**src/design/cccv_pkg.sv**
```systemverilog
package cccv_pkg;

    localparam int DUTY_TOP       = 19;
    localparam int SETTLE_SAMPLES = 5;
    localparam int DIV_NUM_W      = 26;
    localparam int DIV_DEN_W      = 13;
    localparam int DIV_CNT_W      = 5;
    localparam int MUL_A_W        = 16;
    localparam int MUL_B_W        = 12;
    localparam int MUL_CNT_W      = 4;
    localparam int PROD_W         = MUL_A_W + MUL_B_W;
    localparam int MAS_PER_MAH    = 3600;

    localparam logic [1:0] CFG_VOLT_LIMIT  = 2'd0;
    localparam logic [1:0] CFG_START_LIMIT = 2'd1;
    localparam logic [1:0] CFG_DISCHARGE   = 2'd2;

    typedef enum logic [3:0] {
        PH_NONE    = 4'd0,
        PH_REST    = 4'd1,
        PH_RAMP    = 4'd2,
        PH_RES     = 4'd3,
        PH_CHG     = 4'd4,
        PH_DONE    = 4'd5,
        PH_DIS     = 4'd6,
        PH_DISDONE = 4'd7,
        PH_RAMP2   = 4'd8,
        PH_REST2   = 4'd9,
        PH_RES2    = 4'd10
    } t_phase;

    typedef enum logic [1:0] {
        ST_IDLE = 2'd0,
        ST_CALC = 2'd1,
        ST_UPD  = 2'd2
    } t_state;

    // Multiply by 1000 as 1024 - 16 - 8.
    function automatic logic [DIV_NUM_W-1:0] times_1000(input logic [15:0] x);
        logic [DIV_NUM_W-1:0] w;
        w = {{(DIV_NUM_W-16){1'b0}}, x};
        return (w << 10) - (w << 4) - (w << 3);
    endfunction

endpackage

```
**src/design/cccv_div.sv**
```systemverilog
// Restoring divider, one quotient bit per cycle.
module cccv_div (
    input  logic                           i_clk,
    input  logic                           i_rst_n,
    input  logic                           i_start,
    input  logic [cccv_pkg::DIV_NUM_W-1:0] i_num,
    input  logic [cccv_pkg::DIV_DEN_W-1:0] i_den,
    output logic [cccv_pkg::DIV_NUM_W-1:0] o_quo,
    output logic                           o_busy
);
    logic [cccv_pkg::DIV_NUM_W-1:0] r_q;
    logic [cccv_pkg::DIV_DEN_W-1:0] r_rem;
    logic [cccv_pkg::DIV_DEN_W-1:0] r_den;
    logic [cccv_pkg::DIV_CNT_W-1:0] r_cnt;
    logic                           r_busy;
    logic [cccv_pkg::DIV_DEN_W:0]   w_trial;
    logic [cccv_pkg::DIV_DEN_W:0]   w_diff;

    assign w_trial = {r_rem, r_q[cccv_pkg::DIV_NUM_W-1]};
    assign w_diff  = w_trial - {1'b0, r_den};

    always_ff @(posedge i_clk) begin
        if (!i_rst_n) begin
            r_busy <= 1'b0;
            r_cnt  <= '0;
        end else if (i_start) begin
            r_busy <= 1'b1;
            r_cnt  <= cccv_pkg::DIV_CNT_W'(cccv_pkg::DIV_NUM_W - 1);
        end else if (r_busy) begin
            r_cnt <= r_cnt - 1'b1;
            if (r_cnt == '0) begin
                r_busy <= 1'b0;
            end
        end
    end

    always_ff @(posedge i_clk) begin
        if (i_start) begin
            r_q   <= i_num;
            r_rem <= '0;
            r_den <= i_den;
        end else if (r_busy) begin
            if (w_trial >= {1'b0, r_den}) begin
                r_rem <= w_diff[cccv_pkg::DIV_DEN_W-1:0];
                r_q   <= {r_q[cccv_pkg::DIV_NUM_W-2:0], 1'b1};
            end else begin
                r_rem <= w_trial[cccv_pkg::DIV_DEN_W-1:0];
                r_q   <= {r_q[cccv_pkg::DIV_NUM_W-2:0], 1'b0};
            end
        end
    end

    assign o_quo  = r_q;
    assign o_busy = r_busy;
endmodule

```
**src/design/cccv_mul.sv**
```systemverilog
// Shift-and-add multiplier, one multiplier bit per cycle.
module cccv_mul (
    input  logic                                       i_clk,
    input  logic                                       i_rst_n,
    input  logic                                       i_start,
    input  logic [cccv_pkg::MUL_A_W-1:0]               i_a,
    input  logic [cccv_pkg::MUL_B_W-1:0]               i_b,
    output logic [cccv_pkg::PROD_W-1:0]                o_prod,
    output logic                                       o_busy
);
    logic [cccv_pkg::PROD_W-1:0]        r_acc;
    logic [cccv_pkg::PROD_W-1:0]        r_a;
    logic [cccv_pkg::MUL_B_W-1:0]       r_b;
    logic [cccv_pkg::MUL_CNT_W-1:0]     r_cnt;
    logic                               r_busy;

    always_ff @(posedge i_clk) begin
        if (!i_rst_n) begin
            r_busy <= 1'b0;
            r_cnt  <= '0;
        end else if (i_start) begin
            r_busy <= 1'b1;
            r_cnt  <= cccv_pkg::MUL_CNT_W'(cccv_pkg::MUL_B_W - 1);
        end else if (r_busy) begin
            r_cnt <= r_cnt - 1'b1;
            if (r_cnt == '0) begin
                r_busy <= 1'b0;
            end
        end
    end

    always_ff @(posedge i_clk) begin
        if (i_start) begin
            r_acc <= '0;
            r_a   <= {{cccv_pkg::MUL_B_W{1'b0}}, i_a};
            r_b   <= i_b;
        end else if (r_busy) begin
            if (r_b[0]) begin
                r_acc <= r_acc + r_a;
            end
            r_a <= r_a << 1;
            r_b <= r_b >> 1;
        end
    end

    assign o_prod = r_acc;
    assign o_busy = r_busy;
endmodule

```
**src/design/cc_cv_charger_sequencer.sv**
```systemverilog
// An accepted input transaction starts the serial divider and multiplier; the block waits in the
// calculate state until both finish, then loads the output register once it is free or being read.
// The input is ready again only after that load, so one transaction is handled at a time.
// The voltage limit check uses a serial multiplier running beside the divider.
// A new transaction is taken while a finished result still waits in the output register.
// Reset (synchronous, active low) returns the no-battery phase and reset register values.
module cc_cv_charger_sequencer (
    input  logic        i_clk,
    input  logic        i_rst_n,
    input  logic        i_in_valid,
    output logic        o_in_ready,
    input  logic [13:0] i_voltage_mv,
    input  logic [11:0] i_current_ma,
    input  logic        i_second_tick,
    output logic        o_out_valid,
    input  logic        i_out_ready,
    output logic [4:0]  o_duty_out,
    output logic [2:0]  o_phase,
    output logic [15:0] o_resistance_mohm,
    output logic [11:0] o_limit_now_ma,
    output logic [15:0] o_charge_mah,
    input  logic        i_cfg_valid,
    output logic        o_cfg_ready,
    input  logic [1:0]  i_cfg_index,
    input  logic [13:0] i_cfg_data
);
    cccv_pkg::t_state r_state, n_state;

    logic [13:0] r_volt_limit;
    logic [11:0] r_start_limit;
    logic        r_discharge;

    cccv_pkg::t_phase r_phase, n_phase;
    logic [4:0]  r_duty, n_duty;
    logic [4:0]  r_ramp, n_ramp;
    logic [13:0] r_rest, n_rest;
    logic [14:0] r_sumv, n_sumv;
    logic [12:0] r_sumc, n_sumc;
    logic        r_avg, n_avg;
    logic [15:0] r_res, n_res;
    logic [11:0] r_wl, n_wl;
    logic [2:0]  r_settle, n_settle;
    logic [15:0] r_mah, n_mah;
    logic [11:0] r_mas, n_mas;

    logic [13:0] r_v;
    logic [11:0] r_c;
    logic        r_tick;
    logic        r_rose;
    logic        r_czero;

    logic        r_out_valid;
    logic [4:0]  r_o_duty;
    logic [2:0]  r_o_phase;
    logic [15:0] r_o_res;
    logic [11:0] r_o_wl;
    logic [15:0] r_o_mah;

    logic        w_in_acc;
    logic        w_load;
    logic [15:0] w_sumv_new;
    logic [14:0] w_base;
    logic [12:0] w_sumc_new;
    logic [15:0] w_vdiff;
    logic [cccv_pkg::DIV_NUM_W-1:0] w_quo;
    logic        w_div_busy;
    logic [cccv_pkg::PROD_W-1:0] w_prod;
    logic        w_mul_busy;
    logic [15:0] w_calc_res;
    logic [cccv_pkg::DIV_NUM_W-1:0] w_over1000;
    logic        w_over;
    logic [2:0]  w_shown;

    assign o_cfg_ready = 1'b1;
    assign w_in_acc    = i_in_valid && o_in_ready;
    assign o_in_ready  = (r_state == cccv_pkg::ST_IDLE);

    // Resistance operands are formed from the sums as they stand after this sample.
    assign w_sumv_new = {2'b0, i_voltage_mv} + {1'b0, r_sumv};
    assign w_base     = {r_rest, 1'b0};
    assign w_sumc_new = r_sumc + {1'b0, i_current_ma};
    assign w_vdiff    = w_sumv_new - {1'b0, w_base};

    cccv_div u_div (
        .i_clk   (i_clk),
        .i_rst_n (i_rst_n),
        .i_start (w_in_acc),
        .i_num   (cccv_pkg::times_1000(w_vdiff)),
        .i_den   (w_sumc_new),
        .o_quo   (w_quo),
        .o_busy  (w_div_busy)
    );

    cccv_mul u_mul (
        .i_clk   (i_clk),
        .i_rst_n (i_rst_n),
        .i_start (w_in_acc),
        .i_a     (r_res),
        .i_b     (i_current_ma),
        .o_prod  (w_prod),
        .o_busy  (w_mul_busy)
    );

    always_ff @(posedge i_clk) begin
        if (w_in_acc) begin
            r_v     <= i_voltage_mv;
            r_c     <= i_current_ma;
            r_tick  <= i_second_tick;
            r_rose  <= (w_sumv_new > {1'b0, w_base});
            r_czero <= (w_sumc_new == '0);
        end
    end

    always_comb begin
        if (!r_rose) begin
            w_calc_res = '0;
        end else if (r_czero) begin
            w_calc_res = 16'hFFFF;
        end else if (w_quo[cccv_pkg::DIV_NUM_W-1:16] != '0) begin
            w_calc_res = 16'hFFFF;
        end else begin
            w_calc_res = w_quo[15:0];
        end
    end

    // v*1000 > limit*1000 + R*I holds only when v exceeds the limit.
    assign w_over1000 = cccv_pkg::times_1000({2'b0, r_v - r_volt_limit});
    assign w_over = (r_v > r_volt_limit) &&
                    ({{(cccv_pkg::PROD_W-cccv_pkg::DIV_NUM_W){1'b0}}, w_over1000} > w_prod);

    always_comb begin
        logic        fin;
        logic [12:0] mas;
        logic [15:0] mah;
        n_phase  = r_phase;
        n_duty   = r_duty;
        n_ramp   = r_ramp;
        n_rest   = r_rest;
        n_sumv   = r_sumv;
        n_sumc   = r_sumc;
        n_avg    = r_avg;
        n_res    = r_res;
        n_wl     = r_wl;
        n_settle = r_settle;
        fin      = 1'b0;

        mas = {1'b0, r_mas} + {1'b0, r_c};
        mah = r_mah;
        if (r_tick) begin
            if (mas >= 13'(cccv_pkg::MAS_PER_MAH)) begin
                mas = mas - 13'(cccv_pkg::MAS_PER_MAH);
                if (mah != 16'hFFFF) mah = mah + 1'b1;
            end
            if (mas >= 13'(cccv_pkg::MAS_PER_MAH)) begin
                mas = mas - 13'(cccv_pkg::MAS_PER_MAH);
                if (mah != 16'hFFFF) mah = mah + 1'b1;
            end
            n_mas = mas[11:0];
        end else begin
            n_mas = r_mas;
        end
        n_mah = mah;

        if (r_discharge) begin
            if (n_phase != cccv_pkg::PH_DIS && n_phase != cccv_pkg::PH_DISDONE) begin
                n_phase = cccv_pkg::PH_DIS;
                n_duty  = '0;
                n_ramp  = '0;
            end
            if (n_phase != cccv_pkg::PH_DISDONE) begin
                if (r_v < 14'd1000) begin
                    n_phase = cccv_pkg::PH_DISDONE;
                    n_duty  = '0;
                end else if (n_ramp < 5'(cccv_pkg::DUTY_TOP - 1)) begin
                    n_ramp = n_ramp + 1'b1;
                    n_duty = (n_duty >= 5'(cccv_pkg::DUTY_TOP)) ?
                             5'(cccv_pkg::DUTY_TOP) : n_duty + 1'b1;
                end
            end
        end else begin
            if (n_phase == cccv_pkg::PH_DIS || n_phase == cccv_pkg::PH_DISDONE ||
                n_phase > cccv_pkg::PH_RES2) begin
                n_phase = cccv_pkg::PH_NONE;
                n_duty  = '0;
            end
            if (r_v < 14'd500 || r_v > 14'd10000) begin
                n_phase  = cccv_pkg::PH_NONE;
                n_duty   = '0;
                n_ramp   = '0;
                n_settle = '0;
                n_avg    = 1'b0;
            end else begin
                case (n_phase)
                    cccv_pkg::PH_NONE: begin
                        if (r_v > 14'd800 && r_v < 14'd9000) begin
                            n_phase = cccv_pkg::PH_REST;
                            n_wl    = r_start_limit;
                        end
                    end
                    cccv_pkg::PH_REST: begin
                        n_rest  = r_v;
                        n_phase = cccv_pkg::PH_RAMP;
                        n_ramp  = '0;
                    end
                    cccv_pkg::PH_REST2: begin
                        n_rest  = r_v;
                        n_phase = cccv_pkg::PH_RES2;
                        n_avg   = 1'b0;
                    end
                    cccv_pkg::PH_RAMP, cccv_pkg::PH_RAMP2: begin
                        if (r_c < n_wl) begin
                            n_duty = (n_duty >= 5'(cccv_pkg::DUTY_TOP)) ?
                                     5'(cccv_pkg::DUTY_TOP) : n_duty + 1'b1;
                        end else if (r_c > n_wl) begin
                            if (n_duty != '0) begin
                                n_duty = n_duty - 1'b1;
                                fin    = 1'b1;
                            end else begin
                                n_duty = 5'd1;
                            end
                        end
                        n_ramp = n_ramp + 1'b1;
                        if (n_ramp >= 5'(cccv_pkg::DUTY_TOP - 1)) fin = 1'b1;
                        if (fin) begin
                            n_ramp = '0;
                            if (n_phase == cccv_pkg::PH_RAMP) begin
                                n_phase = cccv_pkg::PH_RES;
                                n_avg   = 1'b0;
                            end else begin
                                n_phase  = cccv_pkg::PH_CHG;
                                n_settle = '0;
                            end
                        end
                    end
                    cccv_pkg::PH_RES, cccv_pkg::PH_RES2: begin
                        if (!n_avg) begin
                            n_sumv = {1'b0, r_v};
                            n_sumc = {1'b0, r_c};
                            n_avg  = 1'b1;
                        end else begin
                            n_sumv = r_sumv + {1'b0, r_v};
                            n_sumc = r_sumc + {1'b0, r_c};
                            n_avg  = 1'b0;
                            n_res  = w_calc_res;
                            if (n_phase == cccv_pkg::PH_RES2) begin
                                n_phase  = cccv_pkg::PH_CHG;
                                n_settle = '0;
                            end else if (w_calc_res > 16'd1500 && n_duty > 5'd3) begin
                                if (n_wl > 12'd200) n_wl = n_wl - 12'd100;
                                n_phase = cccv_pkg::PH_REST;
                            end else begin
                                n_duty  = 5'd1;
                                n_ramp  = '0;
                                n_phase = cccv_pkg::PH_RAMP2;
                            end
                        end
                    end
                    cccv_pkg::PH_CHG: begin
                        if (n_duty == '0) begin
                            n_phase = cccv_pkg::PH_DONE;
                        end else if (n_settle < 3'(cccv_pkg::SETTLE_SAMPLES)) begin
                            n_settle = n_settle + 1'b1;
                        end else if (r_c < 12'd80) begin
                            n_phase = cccv_pkg::PH_DONE;
                            n_duty  = '0;
                        end else if (w_over) begin
                            n_duty   = n_duty - 1'b1;
                            n_settle = '0;
                            n_phase  = (n_duty == '0) ? cccv_pkg::PH_DONE :
                                       cccv_pkg::PH_REST2;
                        end
                    end
                    cccv_pkg::PH_DONE: begin
                    end
                    default: begin
                        n_phase = cccv_pkg::PH_NONE;
                        n_duty  = '0;
                    end
                endcase
            end
        end
    end

    always_comb begin
        case (n_phase)
            cccv_pkg::PH_RAMP2: w_shown = 3'(cccv_pkg::PH_RAMP);
            cccv_pkg::PH_REST2: w_shown = 3'(cccv_pkg::PH_REST);
            cccv_pkg::PH_RES2:  w_shown = 3'(cccv_pkg::PH_RES);
            cccv_pkg::PH_NONE, cccv_pkg::PH_REST, cccv_pkg::PH_RAMP, cccv_pkg::PH_RES,
            cccv_pkg::PH_CHG, cccv_pkg::PH_DONE, cccv_pkg::PH_DIS,
            cccv_pkg::PH_DISDONE: w_shown = n_phase[2:0];
            default:            w_shown = 3'(cccv_pkg::PH_NONE);
        endcase
    end

    assign w_load = (r_state == cccv_pkg::ST_UPD) && (!r_out_valid || i_out_ready);

    always_comb begin
        n_state = r_state;
        case (r_state)
            cccv_pkg::ST_IDLE: if (w_in_acc) n_state = cccv_pkg::ST_CALC;
            cccv_pkg::ST_CALC: if (!w_div_busy && !w_mul_busy) n_state = cccv_pkg::ST_UPD;
            cccv_pkg::ST_UPD:  if (w_load) n_state = cccv_pkg::ST_IDLE;
            default:           n_state = cccv_pkg::ST_IDLE;
        endcase
    end

    always_ff @(posedge i_clk) begin
        if (!i_rst_n) begin
            r_state       <= cccv_pkg::ST_IDLE;
            r_volt_limit  <= 14'd7100;
            r_start_limit <= 12'd1200;
            r_discharge   <= 1'b0;
            r_phase       <= cccv_pkg::PH_NONE;
            r_duty        <= '0;
            r_ramp        <= '0;
            r_rest        <= '0;
            r_sumv        <= '0;
            r_sumc        <= '0;
            r_avg         <= 1'b0;
            r_res         <= '0;
            r_wl          <= 12'd1200;
            r_settle      <= '0;
            r_mah         <= '0;
            r_mas         <= '0;
            r_out_valid   <= 1'b0;
        end else begin
            r_state <= n_state;
            if (i_cfg_valid) begin
                case (i_cfg_index)
                    cccv_pkg::CFG_VOLT_LIMIT:  r_volt_limit  <= i_cfg_data;
                    cccv_pkg::CFG_START_LIMIT: r_start_limit <= i_cfg_data[11:0];
                    cccv_pkg::CFG_DISCHARGE:   r_discharge   <= i_cfg_data[0];
                    default: begin
                    end
                endcase
            end
            if (w_load) begin
                r_phase     <= n_phase;
                r_duty      <= n_duty;
                r_ramp      <= n_ramp;
                r_rest      <= n_rest;
                r_sumv      <= n_sumv;
                r_sumc      <= n_sumc;
                r_avg       <= n_avg;
                r_res       <= n_res;
                r_wl        <= n_wl;
                r_settle    <= n_settle;
                r_mah       <= n_mah;
                r_mas       <= n_mas;
                r_out_valid <= 1'b1;
            end else if (i_out_ready) begin
                r_out_valid <= 1'b0;
            end
        end
    end

    always_ff @(posedge i_clk) begin
        if (w_load) begin
            r_o_duty  <= (w_shown == 3'(cccv_pkg::PH_NONE) ||
                          w_shown == 3'(cccv_pkg::PH_REST) ||
                          w_shown == 3'(cccv_pkg::PH_DONE) ||
                          w_shown == 3'(cccv_pkg::PH_DISDONE)) ? 5'd0 : n_duty;
            r_o_phase <= w_shown;
            r_o_res   <= n_res;
            r_o_wl    <= n_wl;
            r_o_mah   <= n_mah;
        end
    end

    assign o_out_valid       = r_out_valid;
    assign o_duty_out        = r_o_duty;
    assign o_phase           = r_o_phase;
    assign o_resistance_mohm = r_o_res;
    assign o_limit_now_ma    = r_o_wl;
    assign o_charge_mah      = r_o_mah;
endmodule

```
**config.mk**
```make
export PLATFORM = sky130hd
export DESIGN_NAME = cc_cv_charger_sequencer
export DESIGN_NICKNAME = d
export VERILOG_FILES = /design/src/design/cccv_pkg.sv /design/src/design/cccv_div.sv /design/src/design/cccv_mul.sv /design/src/design/cc_cv_charger_sequencer.sv
export SDC_FILE = /design/constraint.sdc
export NUM_CORES = 1
export LEC_CHECK = 0
export BUFFER_PORTS_ARGS = -buffer_cell sky130_fd_sc_hd__buf_4
export CAP_MARGIN = 20
export CORE_ASPECT_RATIO = 0.9
export CORE_MARGIN = 2
export CORE_UTILIZATION = 30
export CTS_BUF_LIST = sky130_fd_sc_hd__clkbuf_4 sky130_fd_sc_hd__clkbuf_8
export CTS_CLUSTER_DIAMETER = 150
export DETAILED_ROUTE_END_ITERATION = 8
export SLEW_MARGIN = 40
export SYNTH_ARGS = -nofsm -noshare
export SYNTH_HDL_FRONTEND = slang
export SYNTH_SLANG_ARGS = --single-unit
```
**constraint.sdc**
```tcl
create_clock -name i_clk -period 7.4 [get_ports i_clk]
set_input_delay 0.37 -clock i_clk [delete_from_list [all_inputs] [get_ports i_clk]]
set_output_delay 0.37 -clock i_clk [all_outputs]
set_load 0.05 [all_outputs]
```
==> results.toml <==
[status]
run_status = "complete, no violations"

[logic_synthesis]
yosys.area_share.adder_pct = 12.5
post_synth_instance_area_um2 = 26500
synth.yosys.seq_area_share_pct = 32.6
netlist_instances = 3214
synth.area.mux_share_pct = 2.65
synth.ff_latch_count = 358
synth_compound_area_share_pct = 22.1
synth_xor_xnor_area_share_pct = 6.65
synth.lib_cells_used.distinct = 107
ys.warnings.count = 0
synthesis.nets = 3517
synth_top_family_by_area = "compound AO/OA/AOI/OAI gates"
synth_top_cell_by_area = "sky130_fd_sc_hd__edfxtp_1"
ys.flop_type = "sky130_fd_sc_hd__dfxtp_1"
ys_top_cells_by_area = "sky130_fd_sc_hd__edfxtp_1 17%, sky130_fd_sc_hd__dfxtp_1 16%, sky130_fd_sc_hd__ha_1 11%"
synth_top_area_share_pct = 16.7
synth-simple-area-share_pct = 18.4
synthesis.area_per_instance_um2 = 8.26
synth_edf_count = 148
synthArstFlopShare_pct = 0

[drt]
route.antenna.remaining_nets = 0
vias = 23600
via_per_inst = 5.12
routed_wirelength_mm = 78.4
drt-wirelength-per-cell_um = 17.0
drc_errors = 0
drt-initial-drc-count = 1940
drt_first_pass_iters = 6

[clocking]
cts.htree.levels = 3
clk_transition_reported_paths_ns = 0.06
root_buffer = "sky130_fd_sc_hd__clkbuf_8"
worstSkewPairLatency_ns = 0.68
cts_buffer_depth = 3
tritoncts = "yes"
cts.sinks = 358
tritoncts.num_buffers = 68

[timing]
finalSetupTns_ns = 0
hold_viol_final = 0
worst_case_headroom_to_the_max_slew_limit_pct = 40.3
achievable-frequency_mhz = 142
fin_crit_sh_pct = 95.2
timing.hold.ws_ns = 0.0689
period_minus_slack_ns = 7.04
finClkSkew_ns = 0.0353
timing_worst_slew_pin_value_ns = 0.886
slew_viol_final = 0
setup_viol = 0
timing.final.ws_setup_ns = 0.356

[placed_design]
globalplace.congestion = 0.911
buffer_ports.inserted = 101
dp_worst_setup_slack_ns = -0.228
dpl.cell_count = 4435
detailed_place_hpwl_mm = 58.3

[final_layout]
final_core_utilization_pct = 35.8
nNetsFinal = 3702
synthToLayoutAreaGrowth_pct = 18.2
instances_no_fill = 4611
layout_cells_sized_above_1_pct = 13.9

[grt]
global_route_usage_sum_pct = 16.8
grt_pass1_wl_mm = 123
grt_max_degree = 80
first_global_vias = 22000
grt_overflow = 0
grt_antenna_before_repair = 2

[critical_path]
timing.critical_path.required_ns = 7.79
max_stage_delay_ns = 0.43
timing.critical_path.slowest_stage_cell = "sky130_fd_sc_hd__edfxtp_1"
critical_path.reg2reg.endpoint = "o_duty_out[1]$_SDFFCE_PP0P_"
cp-start-kind = "flop"
crit_type = "reg2reg"
worst-path-max-fanout = 5
rr_worst_depth = 39
worstReg2RegStart = "r_v[1]$_DFFE_PP_"
worst-endpoint-arrival_ns = 7.43
reg2reg_setup_slack_ns = 0.36
cp-startpoint = "r_v[1]$_DFFE_PP_"
critical_path.endpoint_type = "flop"

[floorplanning]
num_rows = 103
io-pin-count = 103
fp.dieArea_um2 = 90800
design.core.area_um2 = 87600
starting_density_of_the_core_pct = 30.3
dieHeight_um = 286
chipWidth_um = 317

[worst_hold_path]
min_to = "r_state[0]$_SDFFE_PN0P_"
hold_path_startpoint = "i_in_valid"
min_delay_path_depth = 3
hp-class = "in2reg"

[pwr]
p_leak_nw = 12.7
power_density_nw_per_um2 = 243
irDropWorstVdd_mv = 0.127

[run]
maxCapViolations = 0
## per-stage QoR
step,power [W],instance area [µm²]
4_1_cts,0.00750,31000
3_5_place_dp,0.00533,29100
2_1_floorplan,0.00441,26500
5_1_grt,0.00815,31400
3_3_place_gp,0.00532,29000
6_report,0.00762,31400
## final cells by class
type,instances,area [µm²]
clock buffers,108,1300
well taps,1155,1450
diodes,2,5.00
multi-input cells,2503,16900
fillers,9037,56300
flip-flops and latches,358,8650
clock inverters,17,144
repair buffers,257,2080
inverters,211,800
## worst max-delay path by stage
stage,end,slack (ns),cells after the start
2_1_floorplan,o_duty_out[0]$_SDFFCE_PP0P_,0.07,35
3_3_place_gp,o_duty_out[0]$_SDFFCE_PP0P_,-0.13,36
3_5_place_dp,o_duty_out[3]$_SDFFCE_PP0P_,-0.23,36
4_1_cts,o_duty_out[2]$_SDFFCE_PP0P_,0.003,37
5_1_grt,o_duty_out[4]$_SDFFCE_PP0P_,-0.02,40
6_report,o_duty_out[1]$_SDFFCE_PP0P_,0.36,39
## critical path: cells and delay by family, from the launching register on
kind,cells,cell delay (ns)
AOI/OAI and AO/OA,19,3.20
adders and majority gates,4,1.02
and+or+nand+nor,7,1.01
buffers and inverters,6,0.73
DFF,1,0.43
xor gates and xnor gates,3,0.39
## cells in the final DEF, fill, tap and decap left out, types with 15 or more instances in the layout
cell	count
sky130_fd_sc_hd__nand2b_1	32
sky130_fd_sc_hd__o21ai_0	215
sky130_fd_sc_hd__a21boi_0	16
sky130_fd_sc_hd__o21bai_1	27
sky130_fd_sc_hd__mux2i_1	60
sky130_fd_sc_hd__and3_1	18
sky130_fd_sc_hd__o211ai_1	33
sky130_fd_sc_hd__clkbuf_8	78
sky130_fd_sc_hd__nor2b_1	25
sky130_fd_sc_hd__inv_1	203
sky130_fd_sc_hd__buf_4	208
sky130_fd_sc_hd__a21oi_1	269
sky130_fd_sc_hd__nor2_1	271
sky130_fd_sc_hd__a21o_1	66
sky130_fd_sc_hd__ha_1	228
sky130_fd_sc_hd__nand2_1	435
sky130_fd_sc_hd__nand3_1	68
sky130_fd_sc_hd__xor2_1	59
sky130_fd_sc_hd__or3_1	16
sky130_fd_sc_hd__a31oi_1	22
sky130_fd_sc_hd__dfxtp_1	208
sky130_fd_sc_hd__xnor2_1	128
sky130_fd_sc_hd__a211oi_1	50
sky130_fd_sc_hd__and2_1	19
sky130_fd_sc_hd__edfxtp_1	148
sky130_fd_sc_hd__clkbuf_4	30
sky130_fd_sc_hd__nor3_1	60
sky130_fd_sc_hd__o21ai_1	15
sky130_fd_sc_hd__dlygate4sd3_1	41
sky130_fd_sc_hd__nand4_1	32
sky130_fd_sc_hd__o21a_1	23
sky130_fd_sc_hd__fa_1	17
## cell usage after synthesis (all sizes together) (11+ instances only)
cell	number
mux2i	60
and3	19
o211ai	34
a31oi	26
inv	208
o31ai	14
o21bai	28
ha	237
a211oi	56
a21boi	17
nand2	436
xor2	60
a21o	66
o21a	24
nor2	274
nand3	70
dfxtp	210
nor3b	11
clkbuf	115
o22ai	13
nor3	65
nand2b	35
nor4	16
edfxtp	148
and2	22
a2111oi	11
or2	13
fa	18
or3	17
a21oi	283
nor2b	26
xnor2	132
nand4	32
o21ai	237
buf	27
## registers in the layout, indices dropped and copies added, names as in the netlist, 12 cells and up
name	cells
r_start_limit	12
o_limit_now_ma	12
u_mul.r_b	12
r_res	16
r_sumv	15
u_div.r_den	13
u_div.r_rem	13
r_v	14
o_charge_mah	16
o_resistance_mohm	16
u_mul.r_a	28
r_wl	12
r_sumc	13
u_div.o_quo	26
r_mas	12
r_mah	16
r_volt_limit	14
r_rest	14
u_mul.o_prod	28
r_c	12
## cells by family (layout without fill, tap and decap cells)
kind of cell               after synthesis  in the layout
xor gates and xnor gates               194            194
adders and majority gates              255            255
other                                    1              3
DFF                                    358            358
AOI/OAI and AO/OA                      917            917
buffers and inverters                  353            593
muxes                                   69             69
and+or+nand+nor                       1067           1067
## repair_timing
action                                  4_1_cts  5_1_grt
pin swaps                                     2       48
setup buffers                                 0        7
endpoints found under the hold margin        63        0
hold buffers                                 41        0
resized for setup                             4       69
endpoints found under the setup margin        9       19
## metal layers
metal	track usage, %	wire length, µm	vias to the layer above
li1	-	-	11900
met1	23.3	37300	11100
met2	27.0	35000	575
met3	2.77	4090	108
met4	4.96	2030	2
met5	0	12	-
## where the power goes
part	internal (W)	leakage, nW	switching (W)	total [W]
Sequential	0.00225	3.13	0.000136	0.00238
Clock	0.00116	0.775	0.000934	0.00210
Combinational	0.00139	8.80	0.00175	0.00314
Total	0.00480	12.7	0.00282	0.00762
(Power assumes the default switching activity.)
